===== src/rtl/acfs_pkg.sv =====
// acfs_pkg: shared widths, codes, CORDIC table and inter-module structs
// for the antisymmetric coupling Fourier sum block. No dependencies.
package acfs_pkg;

  localparam int unsigned WAVE_W     = 16;
  localparam int unsigned AXIS_W     = 2;
  localparam int unsigned J_W        = 24;
  localparam int unsigned OFS_W      = 48;
  localparam int unsigned COMP_W     = 16;
  localparam int unsigned SUM_W      = 40;
  localparam int unsigned ACC_W      = 48;
  localparam int unsigned D_W        = J_W + 1;
  localparam int unsigned TRIG_W     = 18;
  localparam int unsigned PROD_W     = D_W + TRIG_W;
  localparam int unsigned TERM_W     = PROD_W + 1 - 16;
  localparam int unsigned ANG_W      = 32;
  localparam int unsigned FRAC_PH    = 22;
  localparam int unsigned CV_W       = 33;
  localparam int unsigned CZ_W       = 33;
  localparam int unsigned ROT_MAX    = 24;
  localparam int unsigned CFG_IDX_W  = 3;
  localparam int unsigned CFG_DATA_W = 16;
  localparam int unsigned PCNT_W     = 3;

  localparam logic [PCNT_W-1:0] PHASE_TERMS = 3'd6;

  localparam logic signed [CV_W-1:0] CORDIC_K = 33'sh026DD3B6A;

  localparam logic [AXIS_W-1:0] AXIS_X    = 2'd0;
  localparam logic [AXIS_W-1:0] AXIS_Y    = 2'd1;
  localparam logic [AXIS_W-1:0] AXIS_Z    = 2'd2;
  localparam logic [AXIS_W-1:0] AXIS_NONE = 2'd3;

  typedef enum logic [CFG_IDX_W-1:0] {
    REG_WAVE_X = 3'd0,
    REG_WAVE_Y = 3'd1,
    REG_WAVE_Z = 3'd2,
    REG_NU     = 3'd3,
    REG_MU     = 3'd4
  } cfg_reg_e;

  typedef enum logic [5:0] {
    S_IDLE  = 6'b000001,
    S_PHASE = 6'b000010,
    S_ROT   = 6'b000100,
    S_MREAL = 6'b001000,
    S_MIMAG = 6'b010000,
    S_EMIT  = 6'b100000
  } seq_state_e;

  typedef struct packed {
    logic             start;
    logic [ANG_W-1:0] angle;
  } cor_req_t;

  typedef struct packed {
    logic                     done;
    logic signed [TRIG_W-1:0] cos_v;
    logic signed [TRIG_W-1:0] sin_v;
  } cor_rsp_t;

  // atan(2^-i) in turns, scaled by 2^32
  function automatic logic [ANG_W-1:0] atan_turns(input logic [4:0] idx);
    logic [ANG_W-1:0] r;
    case (idx)
      5'd0:  r = 32'h20000000;
      5'd1:  r = 32'h12E4051E;
      5'd2:  r = 32'h09FB385B;
      5'd3:  r = 32'h051111D4;
      5'd4:  r = 32'h028B0D43;
      5'd5:  r = 32'h0145D7E1;
      5'd6:  r = 32'h00A2F61E;
      5'd7:  r = 32'h00517C55;
      5'd8:  r = 32'h0028BE53;
      5'd9:  r = 32'h00145F2F;
      5'd10: r = 32'h000A2F98;
      5'd11: r = 32'h000517CC;
      5'd12: r = 32'h00028BE6;
      5'd13: r = 32'h000145F3;
      5'd14: r = 32'h0000A2FA;
      5'd15: r = 32'h0000517D;
      5'd16: r = 32'h000028BE;
      5'd17: r = 32'h0000145F;
      5'd18: r = 32'h00000A30;
      5'd19: r = 32'h00000518;
      5'd20: r = 32'h0000028C;
      5'd21: r = 32'h00000146;
      5'd22: r = 32'h000000A3;
      5'd23: r = 32'h00000051;
      default: r = '0;
    endcase
    return r;
  endfunction

endpackage


===== src/rtl/acfs_if.sv =====
// acfs_if: valid/ready channel interfaces for entry, result and config beats.
// Depends on acfs_pkg.
interface acfs_in_if import acfs_pkg::*; ();
  logic                    valid;
  logic                    ready;
  logic [AXIS_W-1:0]       direction;
  logic signed [J_W-1:0]   j_xy;
  logic signed [J_W-1:0]   j_yx;
  logic signed [J_W-1:0]   j_xz;
  logic signed [J_W-1:0]   j_zx;
  logic signed [J_W-1:0]   j_yz;
  logic signed [J_W-1:0]   j_zy;
  logic [OFS_W-1:0]        offset_ij;
  logic [OFS_W-1:0]        offset_ki;
  logic                    last_entry;

  modport source (output valid, direction, j_xy, j_yx, j_xz, j_zx, j_yz, j_zy,
                  offset_ij, offset_ki, last_entry, input ready);
  modport sink   (input valid, direction, j_xy, j_yx, j_xz, j_zx, j_yz, j_zy,
                  offset_ij, offset_ki, last_entry, output ready);
endinterface

interface acfs_out_if import acfs_pkg::*; ();
  logic                    valid;
  logic                    ready;
  logic signed [SUM_W-1:0] sum_real;
  logic signed [SUM_W-1:0] sum_imag;
  logic                    overflowed;

  modport source (output valid, sum_real, sum_imag, overflowed, input ready);
  modport sink   (input valid, sum_real, sum_imag, overflowed, output ready);
endinterface

interface acfs_cfg_if import acfs_pkg::*; ();
  logic                  valid;
  logic                  ready;
  logic [CFG_IDX_W-1:0]  index;
  logic [CFG_DATA_W-1:0] data;

  modport source (output valid, index, data, input ready);
  modport sink   (input valid, index, data, output ready);
endinterface


===== src/rtl/acfs_mul.sv =====
// acfs_mul: shared signed multiplier with registered product.
// Depends on acfs_pkg.
module acfs_mul import acfs_pkg::*; (
  input  logic                     clk_i,
  input  logic signed [D_W-1:0]    a_i,
  input  logic signed [TRIG_W-1:0] b_i,
  output logic signed [PROD_W-1:0] p_o
);

  logic signed [PROD_W-1:0] p_q;

  always_ff @(posedge clk_i) begin
    p_q <= PROD_W'(a_i * b_i);
  end

  assign p_o = p_q;

endmodule


===== src/rtl/acfs_cordic.sv =====
// acfs_cordic: iterative rotation-mode CORDIC, one micro-rotation per cycle.
// Angle in turns scaled by 2^32. Depends on acfs_pkg.
module acfs_cordic import acfs_pkg::*; #(
  parameter int unsigned ROT = 16
) (
  input  logic     clk_i,
  input  logic     rst_ni,
  input  cor_req_t req_i,
  output cor_rsp_t rsp_o
);

  localparam int unsigned CNT_W = $clog2(ROT);
  localparam logic [CNT_W-1:0] CNT_LAST = CNT_W'(ROT - 1);
  localparam logic signed [CZ_W-1:0] QTR  = 33'sh040000000;
  localparam logic signed [CZ_W-1:0] NQTR = -33'sh040000000;
  localparam logic signed [CZ_W-1:0] HALF = 33'sh080000000;
  localparam logic signed [CV_W-1:0] RND  = CV_W'(1 << 13);

  logic signed [CV_W-1:0] x_q, y_q;
  logic signed [CZ_W-1:0] z_q;
  logic                   neg_q, busy_q, done_q;
  logic [CNT_W-1:0]       cnt_q;

  logic signed [CZ_W-1:0] z_in, z_fold, at;
  logic                   neg_in;
  logic signed [CV_W-1:0] dx, dy, xr, yr;

  always_comb begin
    z_in   = $signed({req_i.angle[ANG_W-1], req_i.angle});
    z_fold = z_in;
    neg_in = 1'b0;
    if (z_in > QTR) begin
      z_fold = z_in - HALF;
      neg_in = 1'b1;
    end else if (z_in < NQTR) begin
      z_fold = z_in + HALF;
      neg_in = 1'b1;
    end
  end

  assign dx = y_q >>> cnt_q;
  assign dy = x_q >>> cnt_q;
  assign at = $signed({1'b0, atan_turns(5'(cnt_q))});

  always_ff @(posedge clk_i or negedge rst_ni) begin
    if (!rst_ni) begin
      busy_q <= 1'b0;
      done_q <= 1'b0;
      cnt_q  <= '0;
    end else begin
      done_q <= busy_q && (cnt_q == CNT_LAST);
      if (req_i.start) begin
        busy_q <= 1'b1;
        cnt_q  <= '0;
      end else if (busy_q) begin
        cnt_q <= cnt_q + CNT_W'(1);
        if (cnt_q == CNT_LAST) begin
          busy_q <= 1'b0;
        end
      end
    end
  end

  always_ff @(posedge clk_i) begin
    if (req_i.start) begin
      x_q   <= CORDIC_K;
      y_q   <= '0;
      z_q   <= z_fold;
      neg_q <= neg_in;
    end else if (busy_q) begin
      if (!z_q[CZ_W-1]) begin
        x_q <= x_q - dx;
        y_q <= y_q + dy;
        z_q <= z_q - at;
      end else begin
        x_q <= x_q + dx;
        y_q <= y_q - dy;
        z_q <= z_q + at;
      end
    end
  end

  // round Q2.30 to Q1.16
  assign xr = (x_q + RND) >>> 14;
  assign yr = (y_q + RND) >>> 14;

  assign rsp_o.done  = done_q;
  assign rsp_o.cos_v = neg_q ? -TRIG_W'(xr) : TRIG_W'(xr);
  assign rsp_o.sin_v = neg_q ? -TRIG_W'(yr) : TRIG_W'(yr);

endmodule


===== src/rtl/antisymmetric_coupling_fourier_sum.sv =====
// antisymmetric_coupling_fourier_sum: top level, sequencer, config registers
// and saturating accumulators. Depends on acfs_pkg, acfs_if, acfs_mul, acfs_cordic.
//
//   channel  dir   modport          beat
//   in_i     in    acfs_in_if.sink  one coupling entry
//   out_o    out   acfs_out_if.source saturated complex sum on last entry
//   cfg_i    in    acfs_cfg_if.sink register index + data, always ready
//
// Matching entry: accept, phase multiply (S_PHASE), CORDIC rotation wait (S_ROT,
// one step per cycle) and real/imag multiply-accumulate (S_MREAL, S_MIMAG); the
// phase and accumulate steps share the multiplier. A skipped entry stays idle.
// The last entry then goes through S_EMIT to load the output register; it waits there
// while an earlier result is still unread. in_i.ready is high only when idle.
// Reset clears config registers, accumulators and control; no clearing pass.
module antisymmetric_coupling_fourier_sum import acfs_pkg::*; #(
  parameter int unsigned CORDIC_STEPS = 16,
  parameter int unsigned PHASE_BITS   = 16
) (
  input logic        clk_i,
  input logic        rst_ni,
  acfs_in_if.sink    in_i,
  acfs_out_if.source out_o,
  acfs_cfg_if.sink   cfg_i
);

  localparam int unsigned ROT = (CORDIC_STEPS > ROT_MAX) ? ROT_MAX : CORDIC_STEPS;
  localparam logic [ANG_W-1:0] ANG_MASK =
    ~((ANG_W'(1) << (ANG_W - PHASE_BITS)) - ANG_W'(1));
  localparam logic signed [ACC_W-1:0] ACC_MAX = {1'b0, {(ACC_W-1){1'b1}}};
  localparam logic signed [ACC_W-1:0] ACC_MIN = {1'b1, {(ACC_W-1){1'b0}}};
  localparam logic signed [SUM_W-1:0] SUM_MAX = {1'b0, {(SUM_W-1){1'b1}}};
  localparam logic signed [SUM_W-1:0] SUM_MIN = {1'b1, {(SUM_W-1){1'b0}}};
  localparam logic signed [PROD_W:0]  TRM_RND = (PROD_W+1)'(1 << 15);

  seq_state_e state_q, state_d;

  logic signed [WAVE_W-1:0] wave_x_q, wave_y_q, wave_z_q;
  logic [AXIS_W-1:0]        nu_q, mu_q;

  logic signed [D_W-1:0]    d_q, d_in;
  logic [OFS_W-1:0]         ofs_ij_q, ofs_ki_q;
  logic                     last_q;
  logic [PCNT_W-1:0]        cnt_q;
  logic [FRAC_PH-1:0]       phase_q, phase_sum;

  logic signed [ACC_W-1:0]  acc_real_q, acc_imag_q;
  logic                     sat_flag_q;

  logic                     out_valid_q, out_ovf_q;
  logic signed [SUM_W-1:0]  out_real_q, out_imag_q;

  logic                     in_acc, work, out_load;
  logic signed [D_W-1:0]    mul_a;
  logic signed [TRIG_W-1:0] mul_b;
  logic signed [PROD_W-1:0] prod;
  logic [PCNT_W-1:0]        comp_sel;
  logic [OFS_W-1:0]         ofs_sel;
  logic signed [COMP_W-1:0] r_comp;
  logic signed [WAVE_W-1:0] k_comp;

  logic signed [PROD_W:0]   trm_full;
  logic signed [TERM_W-1:0] term;
  logic signed [ACC_W-1:0]  acc_sel, acc_new;
  logic signed [ACC_W:0]    acc_sum;
  logic                     acc_ovf;

  logic signed [SUM_W-1:0]  re_sat, im_sat;
  logic                     re_ovf, im_ovf;

  cor_req_t cor_req;
  cor_rsp_t cor_rsp;

  // ---------------- config ----------------
  assign cfg_i.ready = 1'b1;

  always_ff @(posedge clk_i or negedge rst_ni) begin
    if (!rst_ni) begin
      wave_x_q <= '0;
      wave_y_q <= '0;
      wave_z_q <= '0;
      nu_q     <= AXIS_X;
      mu_q     <= AXIS_X;
    end else if (cfg_i.valid) begin
      case (cfg_reg_e'(cfg_i.index))
        REG_WAVE_X: wave_x_q <= $signed(cfg_i.data[WAVE_W-1:0]);
        REG_WAVE_Y: wave_y_q <= $signed(cfg_i.data[WAVE_W-1:0]);
        REG_WAVE_Z: wave_z_q <= $signed(cfg_i.data[WAVE_W-1:0]);
        REG_NU:     nu_q     <= cfg_i.data[AXIS_W-1:0];
        REG_MU:     mu_q     <= cfg_i.data[AXIS_W-1:0];
        default: ;
      endcase
    end
  end

  // ---------------- entry decode ----------------
  assign in_i.ready = (state_q == S_IDLE);
  assign in_acc     = in_i.valid && in_i.ready;
  assign work       = (in_i.direction == mu_q) && (nu_q != AXIS_NONE);

  always_comb begin
    case (nu_q)
      AXIS_X:  d_in = D_W'(in_i.j_yz) - D_W'(in_i.j_zy);
      AXIS_Y:  d_in = D_W'(in_i.j_xz) - D_W'(in_i.j_zx);
      AXIS_Z:  d_in = D_W'(in_i.j_xy) - D_W'(in_i.j_yx);
      default: d_in = '0;
    endcase
  end

  // ---------------- shared multiplier operands ----------------
  always_comb begin
    if (cnt_q < 3'd3) begin
      comp_sel = cnt_q;
      ofs_sel  = ofs_ij_q;
    end else begin
      comp_sel = cnt_q - 3'd3;
      ofs_sel  = ofs_ki_q;
    end
    case (comp_sel)
      3'd0: begin
        k_comp = wave_x_q;
        r_comp = $signed(ofs_sel[COMP_W-1:0]);
      end
      3'd1: begin
        k_comp = wave_y_q;
        r_comp = $signed(ofs_sel[2*COMP_W-1:COMP_W]);
      end
      default: begin
        k_comp = wave_z_q;
        r_comp = $signed(ofs_sel[3*COMP_W-1:2*COMP_W]);
      end
    endcase
  end

  always_comb begin
    mul_a = d_q;
    mul_b = cor_rsp.cos_v;
    case (state_q)
      S_PHASE: begin
        mul_a = D_W'(k_comp);
        mul_b = TRIG_W'(r_comp);
      end
      S_MREAL: mul_b = cor_rsp.sin_v;
      default: ;
    endcase
  end

  acfs_mul u_mul (
    .clk_i (clk_i),
    .a_i   (mul_a),
    .b_i   (mul_b),
    .p_o   (prod)
  );

  // phase only needs the fractional turn, so it wraps at 22 bits
  assign phase_sum     = phase_q + prod[FRAC_PH-1:0];
  assign cor_req.start = (state_q == S_PHASE) && (cnt_q == PHASE_TERMS);
  assign cor_req.angle = {phase_sum, (ANG_W-FRAC_PH)'(0)} & ANG_MASK;

  acfs_cordic #(
    .ROT (ROT)
  ) u_cordic (
    .clk_i  (clk_i),
    .rst_ni (rst_ni),
    .req_i  (cor_req),
    .rsp_o  (cor_rsp)
  );

  // ---------------- accumulate ----------------
  assign trm_full = ($signed({prod[PROD_W-1], prod}) + TRM_RND) >>> 16;
  assign term     = TERM_W'(trm_full);
  assign acc_sel  = (state_q == S_MREAL) ? acc_real_q : acc_imag_q;
  assign acc_sum  = $signed({acc_sel[ACC_W-1], acc_sel}) + (ACC_W+1)'(term);
  assign acc_ovf  = acc_sum[ACC_W] != acc_sum[ACC_W-1];

  always_comb begin
    if (!acc_ovf) begin
      acc_new = ACC_W'(acc_sum);
    end else if (acc_sum[ACC_W]) begin
      acc_new = ACC_MIN;
    end else begin
      acc_new = ACC_MAX;
    end
  end

  function automatic logic signed [SUM_W:0] sat_out(input logic signed [ACC_W-1:0] v);
    logic signed [SUM_W:0] r;
    if (v > ACC_W'(SUM_MAX)) begin
      r = {1'b1, SUM_MAX};
    end else if (v < ACC_W'(SUM_MIN)) begin
      r = {1'b1, SUM_MIN};
    end else begin
      r = {1'b0, SUM_W'(v)};
    end
    return r;
  endfunction

  assign {re_ovf, re_sat} = sat_out(acc_real_q);
  assign {im_ovf, im_sat} = sat_out(acc_imag_q);

  assign out_load = (state_q == S_EMIT) && (!out_valid_q || out_o.ready);

  // ---------------- sequencer ----------------
  always_comb begin
    state_d = state_q;
    case (state_q)
      S_IDLE: begin
        if (in_acc) begin
          if (work) begin
            state_d = S_PHASE;
          end else if (in_i.last_entry) begin
            state_d = S_EMIT;
          end
        end
      end
      S_PHASE: begin
        if (cnt_q == PHASE_TERMS) begin
          state_d = S_ROT;
        end
      end
      S_ROT: begin
        if (cor_rsp.done) begin
          state_d = S_MREAL;
        end
      end
      S_MREAL: state_d = S_MIMAG;
      S_MIMAG: state_d = last_q ? S_EMIT : S_IDLE;
      S_EMIT: begin
        if (out_load) begin
          state_d = S_IDLE;
        end
      end
      default: state_d = S_IDLE;
    endcase
  end

  always_ff @(posedge clk_i or negedge rst_ni) begin
    if (!rst_ni) begin
      state_q     <= S_IDLE;
      cnt_q       <= '0;
      last_q      <= 1'b0;
      acc_real_q  <= '0;
      acc_imag_q  <= '0;
      sat_flag_q  <= 1'b0;
      out_valid_q <= 1'b0;
    end else begin
      state_q <= state_d;
      if (in_acc) begin
        cnt_q  <= '0;
        last_q <= in_i.last_entry;
      end else if (state_q == S_PHASE) begin
        cnt_q <= cnt_q + PCNT_W'(1);
      end
      if (state_q == S_MREAL) begin
        acc_real_q <= acc_new;
        sat_flag_q <= sat_flag_q | acc_ovf;
      end
      if (state_q == S_MIMAG) begin
        acc_imag_q <= acc_new;
        sat_flag_q <= sat_flag_q | acc_ovf;
      end
      if (out_load) begin
        out_valid_q <= 1'b1;
        acc_real_q  <= '0;
        acc_imag_q  <= '0;
        sat_flag_q  <= 1'b0;
      end else if (out_o.ready) begin
        out_valid_q <= 1'b0;
      end
    end
  end

  always_ff @(posedge clk_i) begin
    if (in_acc) begin
      d_q      <= d_in;
      ofs_ij_q <= in_i.offset_ij;
      ofs_ki_q <= in_i.offset_ki;
      phase_q  <= '0;
    end else if ((state_q == S_PHASE) && (cnt_q != '0)) begin
      phase_q <= phase_sum;
    end
    if (out_load) begin
      out_real_q <= re_sat;
      out_imag_q <= im_sat;
      out_ovf_q  <= sat_flag_q | re_ovf | im_ovf;
    end
  end

  assign out_o.valid      = out_valid_q;
  assign out_o.sum_real   = out_real_q;
  assign out_o.sum_imag   = out_imag_q;
  assign out_o.overflowed = out_ovf_q;

  // ---------------- assertions ----------------
  a_cor_done_in_rot: assert property (@(posedge clk_i) disable iff (!rst_ni)
    cor_rsp.done |-> (state_q == S_ROT))
    else $error("CORDIC finished outside rotation wait");

  a_skip_stays_idle: assert property (@(posedge clk_i) disable iff (!rst_ni)
    (in_acc && !work && !in_i.last_entry) |=> (state_q == S_IDLE))
    else $error("skipped entry left the idle state");

  a_emit_clears: assert property (@(posedge clk_i) disable iff (!rst_ni)
    out_load |=> (acc_real_q == '0) && (acc_imag_q == '0) && !sat_flag_q && out_valid_q)
    else $error("accumulators not cleared after result load");

  a_result_from_emit: assert property (@(posedge clk_i) disable iff (!rst_ni)
    $rose(out_valid_q) |-> $past(state_q == S_EMIT))
    else $error("result raised outside emit");

endmodule


===== src/flat_wrapper.sv =====
// flat-port wrapper written by rule: the top's interface ports become plain ports
module antisymmetric_coupling_fourier_sum_flat import acfs_pkg::*;
#(
  parameter int unsigned CORDIC_STEPS = 16,
  parameter int unsigned PHASE_BITS   = 16
)
  (clk_i, rst_ni, in_i_valid, in_i_direction, in_i_j_xy, in_i_j_yx, in_i_j_xz, in_i_j_zx, in_i_j_yz, in_i_j_zy, in_i_offset_ij, in_i_offset_ki, in_i_last_entry, in_i_ready, out_o_valid, out_o_sum_real, out_o_sum_imag, out_o_overflowed, out_o_ready, cfg_i_valid, cfg_i_index, cfg_i_data, cfg_i_ready);
  acfs_in_if in_i_i ();
  acfs_out_if out_o_i ();
  acfs_cfg_if cfg_i_i ();
  input logic clk_i;
  input logic rst_ni;
  input wire logic [$bits(in_i_i.valid)-1:0] in_i_valid;
  input wire logic [$bits(in_i_i.direction)-1:0] in_i_direction;
  input wire logic [$bits(in_i_i.j_xy)-1:0] in_i_j_xy;
  input wire logic [$bits(in_i_i.j_yx)-1:0] in_i_j_yx;
  input wire logic [$bits(in_i_i.j_xz)-1:0] in_i_j_xz;
  input wire logic [$bits(in_i_i.j_zx)-1:0] in_i_j_zx;
  input wire logic [$bits(in_i_i.j_yz)-1:0] in_i_j_yz;
  input wire logic [$bits(in_i_i.j_zy)-1:0] in_i_j_zy;
  input wire logic [$bits(in_i_i.offset_ij)-1:0] in_i_offset_ij;
  input wire logic [$bits(in_i_i.offset_ki)-1:0] in_i_offset_ki;
  input wire logic [$bits(in_i_i.last_entry)-1:0] in_i_last_entry;
  output wire logic [$bits(in_i_i.ready)-1:0] in_i_ready;
  output wire logic [$bits(out_o_i.valid)-1:0] out_o_valid;
  output wire logic [$bits(out_o_i.sum_real)-1:0] out_o_sum_real;
  output wire logic [$bits(out_o_i.sum_imag)-1:0] out_o_sum_imag;
  output wire logic [$bits(out_o_i.overflowed)-1:0] out_o_overflowed;
  input wire logic [$bits(out_o_i.ready)-1:0] out_o_ready;
  input wire logic [$bits(cfg_i_i.valid)-1:0] cfg_i_valid;
  input wire logic [$bits(cfg_i_i.index)-1:0] cfg_i_index;
  input wire logic [$bits(cfg_i_i.data)-1:0] cfg_i_data;
  output wire logic [$bits(cfg_i_i.ready)-1:0] cfg_i_ready;
  assign in_i_i.valid = in_i_valid;
  assign in_i_i.direction = in_i_direction;
  assign in_i_i.j_xy = in_i_j_xy;
  assign in_i_i.j_yx = in_i_j_yx;
  assign in_i_i.j_xz = in_i_j_xz;
  assign in_i_i.j_zx = in_i_j_zx;
  assign in_i_i.j_yz = in_i_j_yz;
  assign in_i_i.j_zy = in_i_j_zy;
  assign in_i_i.offset_ij = in_i_offset_ij;
  assign in_i_i.offset_ki = in_i_offset_ki;
  assign in_i_i.last_entry = in_i_last_entry;
  assign in_i_ready = in_i_i.ready;
  assign out_o_valid = out_o_i.valid;
  assign out_o_sum_real = out_o_i.sum_real;
  assign out_o_sum_imag = out_o_i.sum_imag;
  assign out_o_overflowed = out_o_i.overflowed;
  assign out_o_i.ready = out_o_ready;
  assign cfg_i_i.valid = cfg_i_valid;
  assign cfg_i_i.index = cfg_i_index;
  assign cfg_i_i.data = cfg_i_data;
  assign cfg_i_ready = cfg_i_i.ready;
  antisymmetric_coupling_fourier_sum #(.CORDIC_STEPS(CORDIC_STEPS), .PHASE_BITS(PHASE_BITS)) u_core (.clk_i(clk_i), .rst_ni(rst_ni), .in_i(in_i_i), .out_o(out_o_i), .cfg_i(cfg_i_i));
endmodule

===== config.mk =====
export PLATFORM = sky130hd
export DESIGN_NAME = antisymmetric_coupling_fourier_sum_flat
export DESIGN_NICKNAME = d
export VERILOG_FILES = /design/src/rtl/acfs_pkg.sv /design/src/rtl/acfs_if.sv /design/src/rtl/acfs_mul.sv /design/src/rtl/acfs_cordic.sv /design/src/rtl/antisymmetric_coupling_fourier_sum.sv /design/src/flat_wrapper.sv
export SDC_FILE = /design/constraint.sdc
export NUM_CORES = 2
export LEC_CHECK = 0
export BUFFER_PORTS_ARGS = -buffer_cell sky130_fd_sc_hd__buf_2
export CORE_MARGIN = 5
export CORE_UTILIZATION = 30
export CTS_BUF_LIST = sky130_fd_sc_hd__clkbuf_8
export CTS_CLUSTER_DIAMETER = 200
export DETAILED_ROUTE_END_ITERATION = 10
export PLACE_DENSITY_LB_ADDON = 0.3
export SYNTH_ARGS = -nofsm -noshare
export SYNTH_HDL_FRONTEND = slang
export SYNTH_SLANG_ARGS = --single-unit
export TNS_END_PERCENT = 20

===== constraint.sdc =====
create_clock -name clk_i -period 28.6 [get_ports clk_i]
set_clock_uncertainty 0.15 [all_clocks]
set_input_delay 4.29 -clock clk_i [delete_from_list [all_inputs] [get_ports clk_i]]
set_output_delay 4.29 -clock clk_i [all_outputs]
set_load 0.02 [all_outputs]

Word-level counts from Yosys, hierarchy flattened
Memory sizes are Yosys's and may differ from the RTL's.
Index checks and enable logic that the tools add are counted.
{"block": "op_classes", "add_sub_neg": 21, "mul": 1, "n_lt_le_gt_ge": 7, "n_eq_ne": 23, "shift": 2, "muxes": 48, "bitwise": 3, "reduce_logical": 24}
{"cell": "$mux 48", "n": 8}
{"cell": "$mux 33", "n": 7}
{"cell": "$mux 41", "n": 4}
{"cell": "$add 33x33->33", "n": 3}
{"cell": "$sub 33x33->33", "n": 3}
{"cell": "$gt 48x40->1 const B", "n": 2}
{"cell": "$lt 48x40->1 const B", "n": 2}
{"cell": "$pmux 25 s3", "n": 1}
{"cell": "$sub 24x24->25", "n": 3}
{"cell": "$sshr 33x4->33", "n": 2}
{"cell": "$add 32x15->32 const B", "n": 2}
{"cell": "$pmux 16 s2", "n": 2}
{"cell": "$add 48x28->49", "n": 1}
{"cell": "$add 43x17->44 const B", "n": 1}
{"cell": "$mul 25x18->43", "n": 1}
{"cell": "$mux 6", "n": 7}
{"cell": "$mux 18", "n": 2}
{"cell": "$neg 18->18", "n": 2}
{"cell": "$pmux 18 s2", "n": 1}
{"cell": "$pmux 6 s6", "n": 1}
{"cell": "$add 32x33->33 const B", "n": 1}
{"cell": "$sub 32x33->33 const B", "n": 1}
{"cell": "$gt 32x32->1 const B", "n": 1}
{"cell": "$lt 32x31->1 const B", "n": 1}
{"cell": "36 further kinds", "n": 70}
{"block": "word_totals", "ff_bits": 533, "romBits": 480, "output_inout_bits": 84, "memories": 1}
{"memory": "(no name shown)", "words": 16, "width": 30, "rd": 1, "rd_clocked_by_memory_dff": 0, "wr": 0, "line_no": "acfs_pkg.sv:65", "rtl": "case (idx)"}

Logic depth before layout (Yosys ltp)
{"block": "depth", "ltp_word": 8, "depth_mapped": 37}

Modules after synthesis
A second synthesis with hierarchy kept.
{"block": "hier_totals", "hier_cells": 6556, "hier_area_um2": 58170.8}
{"module": "antisymmetric_coupling_fourier_sum", "instances": 1, "cells_each": 2599, "area_per_inst_um2": 24492.2, "seq_area_each_um2": 10511.3}
{"module": "acfs_cordic", "instances": 1, "cells_each": 2109, "area_per_inst_um2": 16945.0, "seq_area_each_um2": 2492.4}
{"module": "acfs_mul", "instances": 1, "cells_each": 1848, "area_per_inst_um2": 16733.5, "seq_area_each_um2": 860.8}

Worst setup path after synthesis
Ideal clock, no wire load.
{"block": "synth_path", "kind": "reg-to-reg", "startpoint": "reg u_core.u_cordic.y_q[13]", "endpoint": "reg u_core.u_mul.p_q[41] (netlist: u_core.u_mul.p_o[41])", "setup_ns": 0.118, "t_arrival_ns": 8.740, "setup_slack_ns": 19.593, "stages_incl_launch_ff": 35, "n_path_buf": 2, "cell_sequence": "dfxtp_1 ha_1 and4_1 or3_1 a21boi_0 o21ai_0 or3_1 nand2b_1 mux2i_1 a22oi_1 xnor2_1 a221oi_1 clkbuf_1 nor2_1 fa_1 inv_1 fa_1 fa_1 inv_1 fa_1 fa_1 fa_1 ha_1 clkbuf_1 and4_1 and2_1 a221oi_1 nand3_1 a21oi_1 o31ai_1 a31oi_1 o31ai_1 o21ai_0 nand2b_1 xor2_1"}
{"block": "synth_via", "elab_chain_cells": 5}
{"item": "from (decl)", "line_no": "acfs_cordic.sv:19", "rtl": "logic signed [CV_W-1:0] x_q, y_q;"}
{"item": "from (signal assigned)", "line_no": "acfs_cordic.sv:73", "rtl": "y_q <= y_q + dy;"}
{"item": "from (signal assigned)", "line_no": "acfs_cordic.sv:77", "rtl": "y_q <= y_q - dy;"}
{"item": "$add 32x15->32 (*)", "line_no": "acfs_cordic.sv:85", "rtl": "assign yr = (y_q + RND) >>> 14;"}
{"item": "$neg 18->18", "line_no": "acfs_cordic.sv:89", "rtl": "assign rsp_o.sin_v = neg_q ? -TRIG_W'(yr) : TRIG_W'(yr);"}
{"item": "$mux 18 (*)", "line_no": "acfs_cordic.sv:89"}
{"item": "$pmux 18 s2 (*)", "line_no": "antisymmetric_coupling_fourier_sum.sv:137", "rtl": "case (state_q)"}
{"item": "$mul 25x18->43 (*)", "line_no": "acfs_mul.sv:13", "rtl": "p_q <= PROD_W'(a_i * b_i);"}
{"item": "to (signal assigned)", "line_no": "acfs_mul.sv:13"}
{"item": "to (decl)", "line_no": "acfs_mul.sv:10", "rtl": "logic signed [PROD_W-1:0] p_q;"}
Every way passes the cells marked *; elsewhere a longest branch is shown, timed or not.
A chain may end at the register's enable or synchronous reset.

Worst setup path after layout
Ends and elaborated chain as after synthesis.

==> results by group <==
Status
  • Status: completed

Cells and area
  • Share of layout cells above drive strength 1: 12.0%
  • Commonest cells after routing, fill and taps aside: nand2_1 (836), inv_1 (658), nor2_1 (502), fa_1 (450), a21oi_1 (377)
  • Design area: 62200 um2
  • Final net count: 7563
  • Layout area overhead: 11.1%
  • Most common cell after layout, fill and taps aside: nand2_1

Route
  • DR DRC count: 0
  • Routed vias: 46400
  • Routed WL per cell: 19.3 um
  • Drt via density: 5.13
  • Total Routed Length: 175 mm
  • TritonRoute pass-1 iters: 6
  • Post-DRT Antenna Nets: 0
  • Initial drt markers: 3309

Setup path
  • Slowest stage cell, crit path: o21ai_0
  • Crit-path max cell delay: 0.86 ns
  • CP Capture Type: register
  • Worst setup SP type: register
  • Setup CP Type: reg -> reg
  • CP most frequent cell: fa_1
  • Arrival @ worst endpoint: 10.99 ns
  • Max FO, Critical Path: 25
  • Req. time, crit path: 29.15 ns
  • R2r worst-path depth: 31

Synthesis
  • Avg Cell Area, Syn: 8.91 um2
  • Seq/Total Area, Yosys: 24.7%
  • Syn_nets: 7362
  • Synth Cell Area: 56000 um2
  • Cells after synthesis: 6286
  • #FFs+latches synth: 533
  • Synth unique cells: 92
  • Synth async-reset ratio: 31.1%
  • YS warnings: 0
  • Post-synth EDFFs: 236
  • Top_reg_cell synth: edfxtp_1

Clock tree
  • Clock sinks: 533
  • Postcts setup bufs: 0
  • Clock transition at path regs: 0.06 ns
  • PostCTS Resize Cnt: 0
  • Root buf cell: clkbuf_8
  • Max Root-Sink Buffers: 3
  • CTS hold repair buffers: 0
  • H-tree depth: 3
  • Worst-Skew Late Latency: 0.87 ns
  • Inserted Clock Buffers: 96
  • CTS tree: yes

Worst hold path
  • Min-Delay Path Depth: 2
  • Worst min-delay path category: reg -> reg

STA
  • Slew @ Worst Pin: 1.11 ns
  • Slew Limit Fails: 0
  • RSZ-0062 raised after global routing: false
  • Final Critical Period: 10.43 ns
  • Final hold violation count: 0
  • Setup violators final: 0
  • Worst rel slew slack: 26.0%
  • Setup TNS: 0 ns
  • Fmax: 95.9 MHz
  • Fin crit share: 36.5%

Floorplanning
  • Core Region: 186000 um2
  • Full die area: 195000 um2
  • Die Ht: 442 um
  • Die width: 442 um
  • IO Pins: 351
  • FP Rows: 158
  • Starting Density: 30.2%

Placed design
  • Final HPWL DP: 133 mm
  • Final Wtd Congestion: 0.883
  • Placed cell area: 60400 um2
  • IO buf count: 349

GRT
  • Number of global-route vias before repair: 47300
  • Largest net degree at the start of global routing: 103
  • Initial antenna violation count: 13
  • Total GRT Usage: 17.4%
  • First-pass GRT wire length: 274 mm
  • Grt total ovfl: 0

Flow run
  • Max Cap Viol: 0
synth_stat cells, types with 14 or more instances:
cell type  number  share of area, %
nand2_1       837               5.6
inv_1         616               4.1
nor2_1        504               3.4
fa_1          450                16
a21oi_1       381               3.4
ha_1          359               8.0
o21ai_0       287               2.6
xnor2_1       274               4.3
clkbuf_1      247               1.7
a21o_1        243               3.3
edfxtp_1      236                13
dfrtp_1       165               7.4
xor2_1        153               2.4
dfxtp_1       131               4.7
mux2i_1       121               2.2
nand3_1        88              0.79
nand2b_1       85              0.95
mux2_2         80               1.6
nor3_1         80              0.71
mux4_2         76               3.1
and3_1         66              0.74
and2_1         58              0.65
a31oi_1        54              0.60
o21a_1         51              0.68
nor2b_1        47              0.52
a211oi_1       44              0.59
o21bai_1       34              0.46
o22ai_1        34              0.38
nand4_1        33              0.37
buf_1          31              0.21
buf_2          26              0.23
o31ai_1        23              0.31
a22o_1         22              0.34
o221ai_1       22              0.34
or3_1          22              0.25
a211o_1        19              0.30
a21boi_0       19              0.25
a221oi_1       19              0.30
nor4_1         19              0.21
o211ai_1       15              0.20
nor3b_1        14              0.19
or2_2          14              0.16
registers in the layout, indices dropped and copies added (netlist names), 25 cells and up:
register / cells
u_core.acc_imag_q: 48
u_core.acc_real_q: 48
u_core.d_q: 25
u_core.ofs_ij_q: 48
u_core.ofs_ki_q: 48
u_core.out_o.sum_imag: 40
u_core.out_o.sum_real: 40
u_core.u_cordic.x_q: 33
u_core.u_cordic.y_q: 33
u_core.u_cordic.z_q: 33
u_core.u_mul.p_o: 43
worst max-delay path: cells and delay by family, from the launching register on:
family	cells	cell delay [ns]
buffers and inverters	3	0.47
flip-flops	1	0.61
AND/OR/NAND/NOR	6	1.21
AO/OA/AOI/OAI	10	3.28
multiplexers	1	0.13
adder cells (fa/ha/maj)	8	3.75
XOR/XNOR	3	0.66
area by class of cell:
class / instances / area (um2)
diodes: 7 / 17.5
clock buffers: 106 / 1460
clock inverters: 69 / 372
fillers: 19200 / 123000
inverters: 619 / 2320
multi-input cells: 4816 / 38800
flip-flops and latches: 533 / 13900
well taps: 2480 / 3100
repair buffers: 421 / 2290
kinds of logic after synthesis:
kind of cell / share of synthesized area [%]
DFF: 24.7
xor gates and xnor gates: 6.68
and+or+nand+nor: 15.4
buffers and inverters: 6.46
other: 0.00669
muxes: 6.83
adders and majority gates: 24.1
AOI/OAI and AO/OA: 15.8
stage by stage:
step           setup slack (ns)  instances  utilization (%)  hold slack, ns
2_1_floorplan             19.59       6286                -           0.286
3_3_place_gp              18.55       8869             32.5           0.295
3_5_place_dp              18.39       8869             32.5           0.303
4_1_cts                   18.28       9044             33.5           0.311
5_1_grt                   17.69       9050             33.5           0.329
6_report                  18.17       9051             33.5           0.310
routing by layer:
metal	wire, um	track usage (%)	share of wire [%]	vias to the layer above
met3	8010	2.18	4.6	268
met4	5240	5.44	3.0	4
li1	-	-	-	21900
met1	74800	22.4	43	23000
met5	21	0	0.012	-
met2	86400	30.5	50	1300
path summary, 6_finish.rpt:
kind,start,end,slack [ns]
setup reg to reg,u_core.u_cordic.y_q[13]$_SDFFE_PP0P_,u_core.u_mul.p_o[41]$_DFF_P_,18.17
setup / recovery,u_core.u_cordic.y_q[13]$_SDFFE_PP0P_,u_core.u_mul.p_o[41]$_DFF_P_,18.17
max in group asynchronous,rst_ni,u_core.nu_q[0]$_DFFE_PN0P_,23.13
hold / removal,u_core.phase_q[13]$_SDFFE_PP0P_,u_core.phase_q[13]$_SDFFE_PP0P_,0.31
min in group asynchronous,rst_ni,u_core.acc_real_q[28]$_DFFE_PN0P_,3.48
hold reg to reg,u_core.phase_q[13]$_SDFFE_PP0P_,u_core.phase_q[13]$_SDFFE_PP0P_,0.31
Power is left out: the tool's default activity adds up to more than one toggle a clock period on the data nets, which glitch-free logic cannot reach.
